File: src/sv/sttu_pkg.sv
// Shared types and codes for the session token table.
`timescale 1ns / 1ps
`default_nettype none

package sttu_pkg;

  // Request codes carried in the action field
  typedef enum logic [1:0] {
    ACT_CREATE     = 2'd0,
    ACT_CHECK      = 2'd1,
    ACT_INVALIDATE = 2'd2
  } action_e;

  // Register map (byte address bit 2 selects the register)
  typedef enum logic {
    REG_IDLE_TIMEOUT = 1'b0,
    REG_MAX_AGE      = 1'b1
  } reg_e;

  localparam logic [31:0] IdleTimeoutReset = 32'd1800;
  localparam logic [31:0] MaxAgeReset      = 32'd86400;

  // Sequencer states
  typedef enum logic [1:0] {
    ST_IDLE,
    ST_SCAN,
    ST_WB,
    ST_DONE
  } state_e;

  // Write-back kinds
  typedef enum logic [1:0] {
    WB_NONE,
    WB_WRITE,
    WB_CLEAR
  } wb_e;

  typedef struct packed {
    logic [1:0]  action;
    logic [63:0] token_high;
    logic [63:0] token_low;
    logic [31:0] now;
  } in_item_t;

  typedef struct packed {
    logic       ok;
    logic [3:0] slot;
  } out_item_t;

  // One table entry as held in the slot memory
  typedef struct packed {
    logic [63:0] token_high;
    logic [63:0] token_low;
    logic [32:0] expiry;
    logic [31:0] issue;
  } slot_entry_t;

  // Flags from the slot compare unit
  typedef struct packed {
    logic expired;
    logic match;
    logic too_old;
    logic earlier;
  } slot_eval_t;

endpackage

`default_nettype wire

File: src/sv/sttu_store.sv
// Slot memory with per-slot holds bits and a registered read port.
`timescale 1ns / 1ps
`default_nettype none

module sttu_store #(
  parameter int SLOTS = 16,
  parameter int IW    = 4
) (
  input  wire                     clk_i,
  input  wire                     rst_ni,
  input  wire                     rd_en_i,
  input  wire  [IW-1:0]           rd_addr_i,
  output sttu_pkg::slot_entry_t   rd_entry_o,
  output logic                    rd_holds_o,
  input  wire                     wr_en_i,
  input  wire                     clr_en_i,
  input  wire  [IW-1:0]           wr_addr_i,
  input  sttu_pkg::slot_entry_t   wr_entry_i
);
  import sttu_pkg::*;

  slot_entry_t mem_q [SLOTS];
  slot_entry_t rd_data_q;
  logic [SLOTS-1:0] holds_q;
  logic rd_holds_q;

  // Memory array: one write and one registered read per cycle
  always_ff @(posedge clk_i) begin
    if (wr_en_i) begin
      mem_q[wr_addr_i] <= wr_entry_i;
    end
    if (rd_en_i) begin
      rd_data_q <= mem_q[rd_addr_i];
    end
  end

  // Holds bits: cleared at reset, a slot without it reads as all zero
  always_ff @(posedge clk_i or negedge rst_ni) begin
    if (!rst_ni) begin
      holds_q    <= '0;
      rd_holds_q <= 1'b0;
    end else begin
      if (wr_en_i) begin
        holds_q[wr_addr_i] <= 1'b1;
      end else if (clr_en_i) begin
        holds_q[wr_addr_i] <= 1'b0;
      end
      if (rd_en_i) begin
        rd_holds_q <= holds_q[rd_addr_i];
      end
    end
  end

  assign rd_entry_o = rd_holds_q ? rd_data_q : '0;
  assign rd_holds_o = rd_holds_q;

endmodule

`default_nettype wire

File: src/sv/sttu_eval.sv
// Shared compare unit: judges one slot entry against the pending request.
`timescale 1ns / 1ps
`default_nettype none

module sttu_eval (
  input  sttu_pkg::slot_entry_t entry_i,
  input  wire                   holds_i,
  input  wire  [63:0]           token_high_i,
  input  wire  [63:0]           token_low_i,
  input  wire  [31:0]           now_i,
  input  wire  [31:0]           max_age_i,
  input  wire  [32:0]           oldest_i,
  output sttu_pkg::slot_eval_t  res_o
);
  import sttu_pkg::*;

  logic [31:0] age;

  // Age only counts when the clock is not behind the issue time
  assign age = now_i - entry_i.issue;

  always_comb begin
    res_o.expired = entry_i.expiry <= {1'b0, now_i};
    res_o.match   = holds_i && (entry_i.token_high == token_high_i)
                            && (entry_i.token_low == token_low_i);
    res_o.too_old = (now_i >= entry_i.issue) && (age > max_age_i);
    res_o.earlier = entry_i.expiry < oldest_i;
  end

endmodule

`default_nettype wire

File: src/sv/session_token_table_unit.sv
// Session token table: top level with register port and scan sequencer.
// Operation: a create, check or invalidate reads one slot per cycle and stops at
// the deciding slot, then passes through the write-back and done states; an unused
// action skips the scan. The result is registered and held while the output stalls.
// One item at a time: the input stalls until the item is through, the scan set by the
// single slot memory read port feeding the shared compare unit.
// Reset clears all holds bits at once (no clearing pass) and loads register defaults.
`timescale 1ns / 1ps
`default_nettype none

module session_token_table_unit #(
  parameter int SLOTS = 16
) (
  input  wire                  clk_i,
  input  wire                  rst_ni,
  // input channel
  input  wire                  in_valid_i,
  output logic                 in_stall_o,
  input  sttu_pkg::in_item_t   in_data_i,
  // output channel
  output logic                 out_valid_o,
  input  wire                  out_stall_i,
  output sttu_pkg::out_item_t  out_data_o,
  // register port
  input  wire                  psel,
  input  wire                  penable,
  input  wire                  pwrite,
  input  wire  [2:0]           paddr,
  input  wire  [31:0]          pwdata,
  output logic [31:0]          prdata,
  output logic                 pready
);
  import sttu_pkg::*;

  localparam int IW = (SLOTS > 1) ? $clog2(SLOTS) : 1;
  localparam int CW = $clog2(SLOTS + 1);
  localparam logic [CW-1:0] CntEnd  = CW'(SLOTS);
  localparam logic [IW-1:0] LastIdx = IW'(SLOTS - 1);

  state_e      state_q, state_d;
  action_e     action_q, action_d;
  in_item_t    req_q, req_d;
  logic [CW-1:0] rd_cnt_q, rd_cnt_d;
  logic        ev_v_q, ev_v_d;
  logic [IW-1:0] ev_idx_q, ev_idx_d;
  logic [IW-1:0] pick_q, pick_d;
  logic [32:0] oldest_q, oldest_d;
  logic        res_ok_q, res_ok_d;
  logic [IW-1:0] res_idx_q, res_idx_d;
  wb_e         wb_kind_q, wb_kind_d;
  logic [31:0] wb_issue_q, wb_issue_d;
  logic        out_valid_q, out_valid_d;
  out_item_t   out_data_q, out_data_d;
  logic [31:0] idle_timeout_q, max_age_q;

  logic        rd_en, wr_en, clr_en, done;
  logic [IW-1:0] rd_addr, pick_new;
  slot_entry_t rd_entry, wr_entry;
  logic        rd_holds;
  slot_eval_t  ev;
  logic [32:0] new_expiry;
  logic        cfg_wr;

  // Configuration registers
  assign pready = 1'b1;
  assign cfg_wr = psel && penable && pwrite && pready;

  always_ff @(posedge clk_i or negedge rst_ni) begin
    if (!rst_ni) begin
      idle_timeout_q <= IdleTimeoutReset;
      max_age_q      <= MaxAgeReset;
    end else if (cfg_wr) begin
      unique case (reg_e'(paddr[2]))
        REG_IDLE_TIMEOUT: idle_timeout_q <= pwdata;
        REG_MAX_AGE:      max_age_q      <= pwdata;
        default: ;
      endcase
    end
  end

  always_comb begin
    unique case (reg_e'(paddr[2]))
      REG_IDLE_TIMEOUT: prdata = idle_timeout_q;
      REG_MAX_AGE:      prdata = max_age_q;
      default:          prdata = '0;
    endcase
  end

  // Slot storage and the shared compare unit
  sttu_store #(
    .SLOTS(SLOTS),
    .IW   (IW)
  ) u_store (
    .clk_i     (clk_i),
    .rst_ni    (rst_ni),
    .rd_en_i   (rd_en),
    .rd_addr_i (rd_addr),
    .rd_entry_o(rd_entry),
    .rd_holds_o(rd_holds),
    .wr_en_i   (wr_en),
    .clr_en_i  (clr_en),
    .wr_addr_i (res_idx_q),
    .wr_entry_i(wr_entry)
  );

  sttu_eval u_eval (
    .entry_i     (rd_entry),
    .holds_i     (rd_holds),
    .token_high_i(req_q.token_high),
    .token_low_i (req_q.token_low),
    .now_i       (req_q.now),
    .max_age_i   (max_age_q),
    .oldest_i    (oldest_q),
    .res_o       (ev)
  );

  assign new_expiry = {1'b0, req_q.now} + {1'b0, idle_timeout_q};

  always_comb begin
    wr_entry.token_high = req_q.token_high;
    wr_entry.token_low  = req_q.token_low;
    wr_entry.expiry     = new_expiry;
    wr_entry.issue      = wb_issue_q;
  end

  // Sequencer: next state and controls
  always_comb begin
    state_d     = state_q;
    action_d    = action_q;
    req_d       = req_q;
    rd_cnt_d    = rd_cnt_q;
    ev_v_d      = ev_v_q;
    ev_idx_d    = ev_idx_q;
    pick_d      = pick_q;
    oldest_d    = oldest_q;
    res_ok_d    = res_ok_q;
    res_idx_d   = res_idx_q;
    wb_kind_d   = wb_kind_q;
    wb_issue_d  = wb_issue_q;
    out_valid_d = out_valid_q;
    out_data_d  = out_data_q;
    rd_en       = 1'b0;
    rd_addr     = rd_cnt_q[IW-1:0];
    wr_en       = 1'b0;
    clr_en      = 1'b0;
    done        = 1'b0;
    pick_new    = pick_q;

    // output register drains independently
    if (out_valid_q && !out_stall_i) begin
      out_valid_d = 1'b0;
    end

    unique case (state_q)
      ST_IDLE: begin
        if (in_valid_i) begin
          req_d     = in_data_i;
          action_d  = action_e'(in_data_i.action);
          rd_cnt_d  = '0;
          ev_v_d    = 1'b0;
          res_ok_d  = 1'b0;
          res_idx_d = '0;
          wb_kind_d = WB_NONE;
          case (action_e'(in_data_i.action))
            ACT_CREATE, ACT_CHECK, ACT_INVALIDATE: state_d = ST_SCAN;
            default:                               state_d = ST_WB;
          endcase
        end
      end

      ST_SCAN: begin
        // judge the slot read in the previous cycle
        if (ev_v_q) begin
          case (action_q)
            ACT_CREATE: begin
              if (ev.expired) begin
                done       = 1'b1;
                res_ok_d   = 1'b1;
                res_idx_d  = ev_idx_q;
                wb_kind_d  = WB_WRITE;
                wb_issue_d = req_q.now;
              end else begin
                if (ev_idx_q == '0 || ev.earlier) begin
                  pick_new = ev_idx_q;
                  oldest_d = rd_entry.expiry;
                end
                pick_d = pick_new;
                if (ev_idx_q == LastIdx) begin
                  done       = 1'b1;
                  res_ok_d   = 1'b1;
                  res_idx_d  = pick_new;
                  wb_kind_d  = WB_WRITE;
                  wb_issue_d = req_q.now;
                end
              end
            end
            ACT_CHECK: begin
              if (!ev.expired && ev.match) begin
                done = 1'b1;
                if (!ev.too_old) begin
                  res_ok_d   = 1'b1;
                  res_idx_d  = ev_idx_q;
                  wb_kind_d  = WB_WRITE;
                  wb_issue_d = rd_entry.issue;
                end
              end else if (ev_idx_q == LastIdx) begin
                done = 1'b1;
              end
            end
            ACT_INVALIDATE: begin
              if (ev.match) begin
                done      = 1'b1;
                res_ok_d  = 1'b1;
                res_idx_d = ev_idx_q;
                wb_kind_d = WB_CLEAR;
              end else if (ev_idx_q == LastIdx) begin
                done = 1'b1;
              end
            end
            default: done = 1'b1;
          endcase
        end

        // issue the next slot read
        if (done) begin
          ev_v_d  = 1'b0;
          state_d = ST_WB;
        end else if (rd_cnt_q < CntEnd) begin
          rd_en    = 1'b1;
          rd_cnt_d = rd_cnt_q + 1'b1;
          ev_v_d   = 1'b1;
          ev_idx_d = rd_cnt_q[IW-1:0];
        end else begin
          ev_v_d = 1'b0;
        end
      end

      ST_WB: begin
        case (wb_kind_q)
          WB_WRITE: wr_en  = 1'b1;
          WB_CLEAR: clr_en = 1'b1;
          default: ;
        endcase
        state_d = ST_DONE;
      end

      ST_DONE: begin
        if (!out_valid_q || !out_stall_i) begin
          out_valid_d     = 1'b1;
          out_data_d.ok   = res_ok_q;
          out_data_d.slot = 4'(res_idx_q);
          state_d         = ST_IDLE;
        end
      end

      default: state_d = ST_IDLE;
    endcase
  end

  // Control registers
  always_ff @(posedge clk_i or negedge rst_ni) begin
    if (!rst_ni) begin
      state_q     <= ST_IDLE;
      rd_cnt_q    <= '0;
      ev_v_q      <= 1'b0;
      wb_kind_q   <= WB_NONE;
      out_valid_q <= 1'b0;
    end else begin
      state_q     <= state_d;
      rd_cnt_q    <= rd_cnt_d;
      ev_v_q      <= ev_v_d;
      wb_kind_q   <= wb_kind_d;
      out_valid_q <= out_valid_d;
    end
  end

  // Payload registers
  always_ff @(posedge clk_i) begin
    action_q   <= action_d;
    req_q      <= req_d;
    ev_idx_q   <= ev_idx_d;
    pick_q     <= pick_d;
    oldest_q   <= oldest_d;
    res_ok_q   <= res_ok_d;
    res_idx_q  <= res_idx_d;
    wb_issue_q <= wb_issue_d;
    out_data_q <= out_data_d;
  end

  assign in_stall_o  = (state_q != ST_IDLE);
  assign out_valid_o = out_valid_q;
  assign out_data_o  = out_data_q;

  // Checks on the sequencer
  a_accept_leaves_idle: assert property (@(posedge clk_i) disable iff (!rst_ni)
    in_valid_i && !in_stall_o |=> state_q != ST_IDLE)
    else $error("accepted transfer did not start work");

  a_fail_slot_zero: assert property (@(posedge clk_i) disable iff (!rst_ni)
    out_valid_o && !out_data_o.ok |-> out_data_o.slot == '0)
    else $error("failed result carries a nonzero slot");

  a_cnt_bound: assert property (@(posedge clk_i) disable iff (!rst_ni)
    rd_cnt_q <= CntEnd)
    else $error("scan counter ran past the table");

  a_eval_in_scan: assert property (@(posedge clk_i) disable iff (!rst_ni)
    ev_v_q |-> state_q == ST_SCAN)
    else $error("slot compare pending outside scan");

  a_wb_after_scan: assert property (@(posedge clk_i) disable iff (!rst_ni)
    state_q == ST_WB && wb_kind_q != WB_NONE |-> $past(state_q) == ST_SCAN)
    else $error("write-back without a scan");

endmodule

`default_nettype wire

File: config.mk
export PLATFORM = sky130hd
export DESIGN_NAME = session_token_table_unit
export DESIGN_NICKNAME = d
export VERILOG_FILES = /design/src/sv/sttu_pkg.sv /design/src/sv/sttu_store.sv /design/src/sv/sttu_eval.sv /design/src/sv/session_token_table_unit.sv
export SDC_FILE = /design/constraint.sdc
export NUM_CORES = 2
export LEC_CHECK = 0
export BUFFER_PORTS_ARGS = -buffer_cell sky130_fd_sc_hd__clkbuf_2
export CORE_AREA = 5 5 474 476
export CTS_CLUSTER_DIAMETER = 200
export DETAILED_ROUTE_END_ITERATION = 16
export DIE_AREA = 0 0 479 481
export GPL_ROUTABILITY_DRIVEN = 0
export MAX_ROUTING_LAYER = met4
export PLACE_DENSITY = 0.82
export SLEW_MARGIN = 30
export SYNTH_ARGS = -nofsm -noshare
export SYNTH_HDL_FRONTEND = slang
export SYNTH_SLANG_ARGS = --single-unit
File: constraint.sdc
create_clock -name clk_i -period 18.7 [get_ports clk_i]
set_input_delay 0.935 -clock clk_i [delete_from_list [all_inputs] [get_ports clk_i]]
set_output_delay 0.935 -clock clk_i [all_outputs]
set_load 0.03 [all_outputs]
# ---- Word level (Yosys, flattened, before mapping)
# Memory sizes are Yosys's and may differ from the RTL's. A register that Yosys moved wholly into a read port is not among the register bits.
# Cells that the tools add are included.
dict set report word_totals {
  ff_bits 337
  mem_bits_rw 3088
  input_bits 204
  out_inout_bits 40
  word_cells 169
  mem_count 1
}
# memory depth word_bits read_ports rd_clocked_by_memory_dff wr line
set mem_list {}
lappend mem_list {u_store.mem_q 16 193 1 1 1 sttu_store.sv:22} ;# slot_entry_t mem_q [SLOTS];
dict set report classes {
  add_sub_neg 3
  order_cmp 8
  n_eq_ne 26
  muxes 70
  bitwise 6
  n_reduce_logical 34
}
# operator count
set op_table {}
lappend op_table {{two-way mux 193 bit} 1}
lappend op_table {{== test 64 bit} 2}
lappend op_table {{two-way mux 32 bit} 4}
lappend op_table {{case mux 32 bit (2 select lines)} 2}
lappend op_table {{adder 32 x 32 -> 33 bit} 1}
lappend op_table {{less-or-equal comparator 33 x 32 -> 1 bit} 1}
lappend op_table {{< comparator 33 bit} 1}
lappend op_table {{greater-or-equal comparator 32 bit} 1}
lappend op_table {{> comparator 32 bit} 1}
lappend op_table {{two-way mux 16 bit} 2}
lappend op_table {{two-way mux 4 bit} 8}
lappend op_table {{subtractor 32 bit} 1}
lappend op_table {{two-way mux 1 bit} 27}
lappend op_table {{two-way mux 2 bit} 11}
lappend op_table {{bitwise AND 16 bit} 1}
lappend op_table {{!= test 2 bit, second input constant} 8}
lappend op_table {{NOT 16 bit} 1}
lappend op_table {{bitwise OR 16 bit} 1}
lappend op_table {{two-way mux 5 bit} 3}
lappend op_table {{!= test 3 bit, second input constant} 4}
lappend op_table {{case mux 4 bit (3 select lines)} 1}
lappend op_table {{== test 2 bit, second input constant} 5}
lappend op_table {{< comparator 4 x 5 -> 1 bit, second input constant} 2}
lappend op_table {{case mux 5 bit (2 select lines)} 1}
lappend op_table {{other kinds (29)} 57}

# ---- Longest topological paths before layout
dict set report depth {
  ltp_word 11
  depth_mapped 29
  mapped_depth_nobuf 23
}

# ---- By module
# Synthesis repeated with hierarchy kept, for this count alone.
dict set report unflattened {
  cells_unflattened 6634
  area_unflattened_um2 142849.5
}
# module instances cells_each area_per_inst_um2
set by_module_without_submodules {}
lappend by_module_without_submodules {sttu_store 1 5012 124061.5}
lappend by_module_without_submodules {session_token_table_unit 1 805 13080.0}
lappend by_module_without_submodules {sttu_eval 1 817 5708.0}

# ---- Worst setup path after synthesis
# Ideal clock, no wire load.
dict set report synth_path {
  path_type {register to register}
  start {register state_q[0]}
  end {memory u_store.mem_q[11][0] in the netlist's numbering, enable pin}
  setup_time_ns 0.750
  arrival_time_ns 9.144
  t_required_ns 17.950
  path_slack_ns 8.806
  stages_incl_launch_ff 7
  path_cell_list {dfrtp_1 inv_1 ha_1 nand2_1 nor2_1 nand3_1 nor2_1}
}
dict set report synth_between {
  elab_chain_cells 4
}
# element line
set synth_rtl {}
lappend synth_rtl {{start: declaration} session_token_table_unit.sv:40} ;# state_e state_q, state_d;
lappend synth_rtl {{start signal: assignment} session_token_table_unit.sv:269} ;# state_q <= state_d;
lappend synth_rtl {{== test 2 bit} session_token_table_unit.sv:154} ;# unique case (state_q)
lappend synth_rtl {{two-way mux 1 bit} session_token_table_unit.sv:154}
lappend synth_rtl {{two-way mux 1 bit} sttu_store.sv:29} ;# if (wr_en_i) begin
lappend synth_rtl {{two-way mux 1 bit (implied by the code)} sttu_store.sv:30} ;# mem_q[wr_addr_i] <= wr_entry_i;
lappend synth_rtl {{end: declaration} sttu_store.sv:22}
# No other way between the ends.

# ---- Worst setup path in the final report
dict set report layout_path {
  start {register u_store.rd_holds_q, in the netlist u_store.rd_holds_o}
  end {register wb_issue_q[22], enable pin}
}
dict set report layout_between {
  elab_chain_cells 7
}
# element line
set layout_rtl {}
lappend layout_rtl {{start: declaration} sttu_store.sv:25} ;# logic rd_holds_q;
lappend layout_rtl {{start signal: assignment} sttu_store.sv:49} ;# rd_holds_q <= holds_q[rd_addr_i];
lappend layout_rtl {{branches (longest 6 deep; another with subtractor 32 bit)} -}
lappend layout_rtl {{AND reduction 6 bit (no line) *} -}
lappend layout_rtl {{end signal: assignment} session_token_table_unit.sv:286} ;# wb_issue_q <= wb_issue_d;
lappend layout_rtl {{end: declaration} session_token_table_unit.sv:51} ;# logic [31:0] wb_issue_q, wb_issue_d;
# Mark *: on every way between the ends.
# A chain may end at the register's enable or synchronous reset.

==> results by group <==
Run status
  • Status: finished, final reports clean

Global routing
  • Largest net degree at the start of global routing: between 100 and 150
  • Initial antenna violation count: 21
  • Gr ovfl total: 0
  • First-pass GRT wire length: a little under 600000 um
  • Tot GR Track Use: 37.8%
  • Via count of the first global-routing pass: slightly below 80000

Synthesis
  • Syn nets: roughly 6800
  • Mean Syn Cell Area: ~22 sq um
  • Post-synth cell types: 74
  • Post-synth top flop: edfxtp_1
  • Post-synth ARST share: under 10%
  • Mux cell area share after synthesis: between 10% and 20%
  • Synth Area in XOR/XNOR: less than 1%
  • Post-synth EDFFs: roughly 3500
  • Synthesized flop and latch total: roughly 3600
  • Simple-gate share of the synthesized area: roughly 2.1%
  • Synth Area in Compound Gates: 2.19%
  • Post-Synthesis Cells: approximately 6500
  • Ys Warns: 0
  • Largest family of logic cells by synthesized area: multiplexers
  • Cell Area, Synth: about 140000 sq um
  • Adder-cell share of the synthesized area: around 1.5%
  • Sequential share of the synthesized area: roughly 76%

Clock tree
  • CTS tree: built
  • CTS sink count: roughly 3600
  • Post-CTS sizing: 0
  • Num CTS Buffers: between 300 and 400
  • H-tree depth: 5
  • Clock Path Buffers: 4
  • Root Buffer: clkbuf_16
  • Clk slew on worst S/H paths: around 60 ps
  • Clk_lat worst skew: 1000 ps

Placement
  • IO Port Bufs: between 200 and 250
  • DP HPWL: between 200000 and 250000 um
  • Placed instance count: between 9000 and 10000

Floorplanning
  • IO Pins: 244
  • Core ar.: 221000 sq um
  • Die height: approximately 480 um
  • Die area: roughly 230000 sq um
  • Die Wd: 479 um
  • Initial Util: between 60% and 70%
  • Rows: between 150 and 200

Flow run
  • Max Cap Viol: 0

STA
  • Worst-margin pin slew: between 1000 and 1500 ps
  • Worst Skew: roughly 88 ps
  • Slew HR: roughly 18%
  • RSZ-0062 raised after global routing: no
  • Fin crit share: a little over two fifths
  • Count of final hold-check violations: 0
  • Post-layout min period: just over 8000 ps
  • Fmax: 0.123 GHz
  • # setup viols final: 0
  • Max-slew violation count: 0
  • Setup TNS: 0 ps

Routing
  • DRT iter0 DRCs: about 14000
  • DRT antenna net count: 0
  • Routed WL: 421000 um
  • Number of vias per cell: ~7.6
  • Via count: 77100
  • DRC violations left: 0
  • Routed length per instance: roughly 42 um
  • DRT Pass-1 Iters: 9

Power and ir drop
  • Worst vdd ir: 0.142 mV
  • Power per cell area: around 150 nW/um^2
  • Leakage: 0.0508 uW

Setup path
  • Crit path max fanout: 68
  • CP endpoint kind: flip-flop
  • Cell chain of the critical path: buf_4 > nand2_1 > ha_1 > o211ai_1 > a21oi_1 > o41a_1 > o211ai_1 > o31ai_1 > a211oi_1 > o41ai_1 > a211o_1 > a21oi_1 > xnor2_1 > ha_1 > nand4_1 > nor3_1 > and3_1 > o211ai_1 > o211ai_1 > a21oi_1 > o31ai_1 > nor3_2 > buf_4
  • Data arrival time of the critical path: between 8000 and 9000 ps
  • WP data required: 19300 ps
  • Cell mode on critical path: o211ai_1
  • Max incr delay on CP: a little over 1000 ps
  • Startpoint types: flip-flop
  • Family with the most delay on the worst path: compound AO/OA/AOI/OAI gates
  • WS Path Type: reg -> reg
  • WP buf/inv: 2
  • Crit-path slowest cell: dfrtp_4

Min path
  • Worst Hold Class: in -> reg

Cells and area
  • Post-Layout Cell Count: 10100
  • Proportion of layout cells with a drive suffix above 1: 28.0%
  • Layout area overhead: 12.0%
  • Final #Nets: roughly 7300
area by class of cell:
cell class / count / area, sq um
tap: 2887 / 3610
multi-input combinational: 2389 / 32400
antenna: 33 / 82.6
clock buffer: 437 / 9390
timing repair buffer: 396 / 2730
clock inverter: 195 / 1960
sequential: 3618 / 108000
fill: 11400 / 61500
inverter: 184 / 691
timing repair:
item	in CTS	in global routing
buffers inserted	0	0
hold buffers	1	0
endpoints found under the hold margin	9	0
registers in the layout (all words and copies together) (netlist names), 2 cells and up, named ones only:
signal / flops
u_store.mem_q: 3088
u_store.rd_data_q: 193
req_q: 160
oldest_q: 33
idle_timeout_q: 32
max_age_q: 32
wb_issue_q: 32
out_data_o: 5
rd_cnt_q: 5
ev_idx_q: 4
pick_q: 4
res_idx_q: 4
action_q: 2
state_q: 2
wb_kind_q: 2
stage by stage:
step           hold slack, ps  area (sq um)  utilization [%]  total power, uW  worst slack [ps]
3_5_place_dp              470        147000             66.8            15700             10910
4_1_cts                  77.8        159000             71.9            23000             10810
2_1_floorplan             400        142000                -            14000              8810
3_3_place_gp              488        147000             66.8            15500             10970
6_report                  125        159000             72.1            23200             10580
5_1_grt                   101        159000             72.1            23800             10320
Yosys cell counts (11+ instances only):
master	instances	area, sq um
edfxtp_1	3526	106000
mux4_2	970	21800
clkbuf_1	207	777
inv_1	183	687
ha_1	171	2140
o21ai_0	140	701
a21oi_1	109	546
nor2_1	104	390
mux2_2	101	1140
nand2_1	96	360
dfrtp_1	83	2080
nand3_1	77	385
nor2b_1	77	482
xnor2_1	59	517
buf_1	49	184
a21o_1	42	315
and2_1	39	244
nand2b_1	38	238
o22ai_1	31	194
nor4_1	27	169
nor3_1	26	130
nand4_1	25	156
xor2_1	23	201
o21a_1	21	158
a31oi_1	16	100
a2111o_1	12	135
a22oi_1	12	90.1
a211oi_1	11	82.6
mux2i_1	11	110
power breakdown:
| group | internal (uW) | switching (uW) | total (uW) | leakage, uW |
|---|---|---|---|---|
| clock network | 4100 | 3150 | 7240 | 0.00550 |
| logic | 2290 | 3040 | 5330 | 0.0125 |
| registers | 9920 | 686 | 10600 | 0.0329 |
per-layer routing:
layer | global-route usage [%] | part of all wire (%) | routed length (um) | up-vias
met5 | - | 0 | 0 | -
met4 | 23.1 | 8.0 | 33800 | 0
met3 | 7.77 | 12 | 49700 | 1917
met2 | 59.3 | 49 | 206000 | 8030
met1 | 46.1 | 31 | 131000 | 39100
li1 | - | - | - | 28100
worst paths after layout:
check / start / to / slack, ps / cells past startpoint
setup / recovery: u_store.rd_holds_o / wb_issue_q[22] / 10580 / 23
hold / removal: in_data_i[93] / req_q[93] / 120 / 1
setup reg to reg: u_store.rd_holds_o / wb_issue_q[22] / 10580 / 23
hold reg to reg: res_ok_q / out_data_o[4] / 490 / 0
max in group asynchronous: rst_ni / idle_timeout_q[26] / 17270 / 3
min in group asynchronous: rst_ni / asynchronous set/reset pin / 350 / 2
cells in the final DEF, fill, tap and decap left out, drive strengths merged, types with 83 or more instances in the layout:
cell and count:
mux4 970, a21oi 109, nand2 96, ha 171, clkinv 131, inv 189
mux2 101, o21ai 140, clkbuf 676, edfxtp 3526, nor2 107, dfrtp 83
buf 156
worst register-to-register path, delay by kind of cell, from the launching register on:
family | cells | cell delay [ps]
xor gates and xnor gates | 1 | 160
AOI/OAI and AO/OA | 13 | 3520
adders and majority gates | 2 | 710
and+or+nand+nor | 5 | 1120
DFF | 1 | 1030
buffers and inverters | 2 | 1190
kinds of logic after synthesis:
family                     Yosys count
AOI/OAI and AO/OA                  485
buffers and inverters              446
adders and majority gates          173
muxes                             1082
other                                1
DFF                               3618
xor gates and xnor gates            82
and+or+nand+nor                    566
Power figures use the tool's default switching activity.
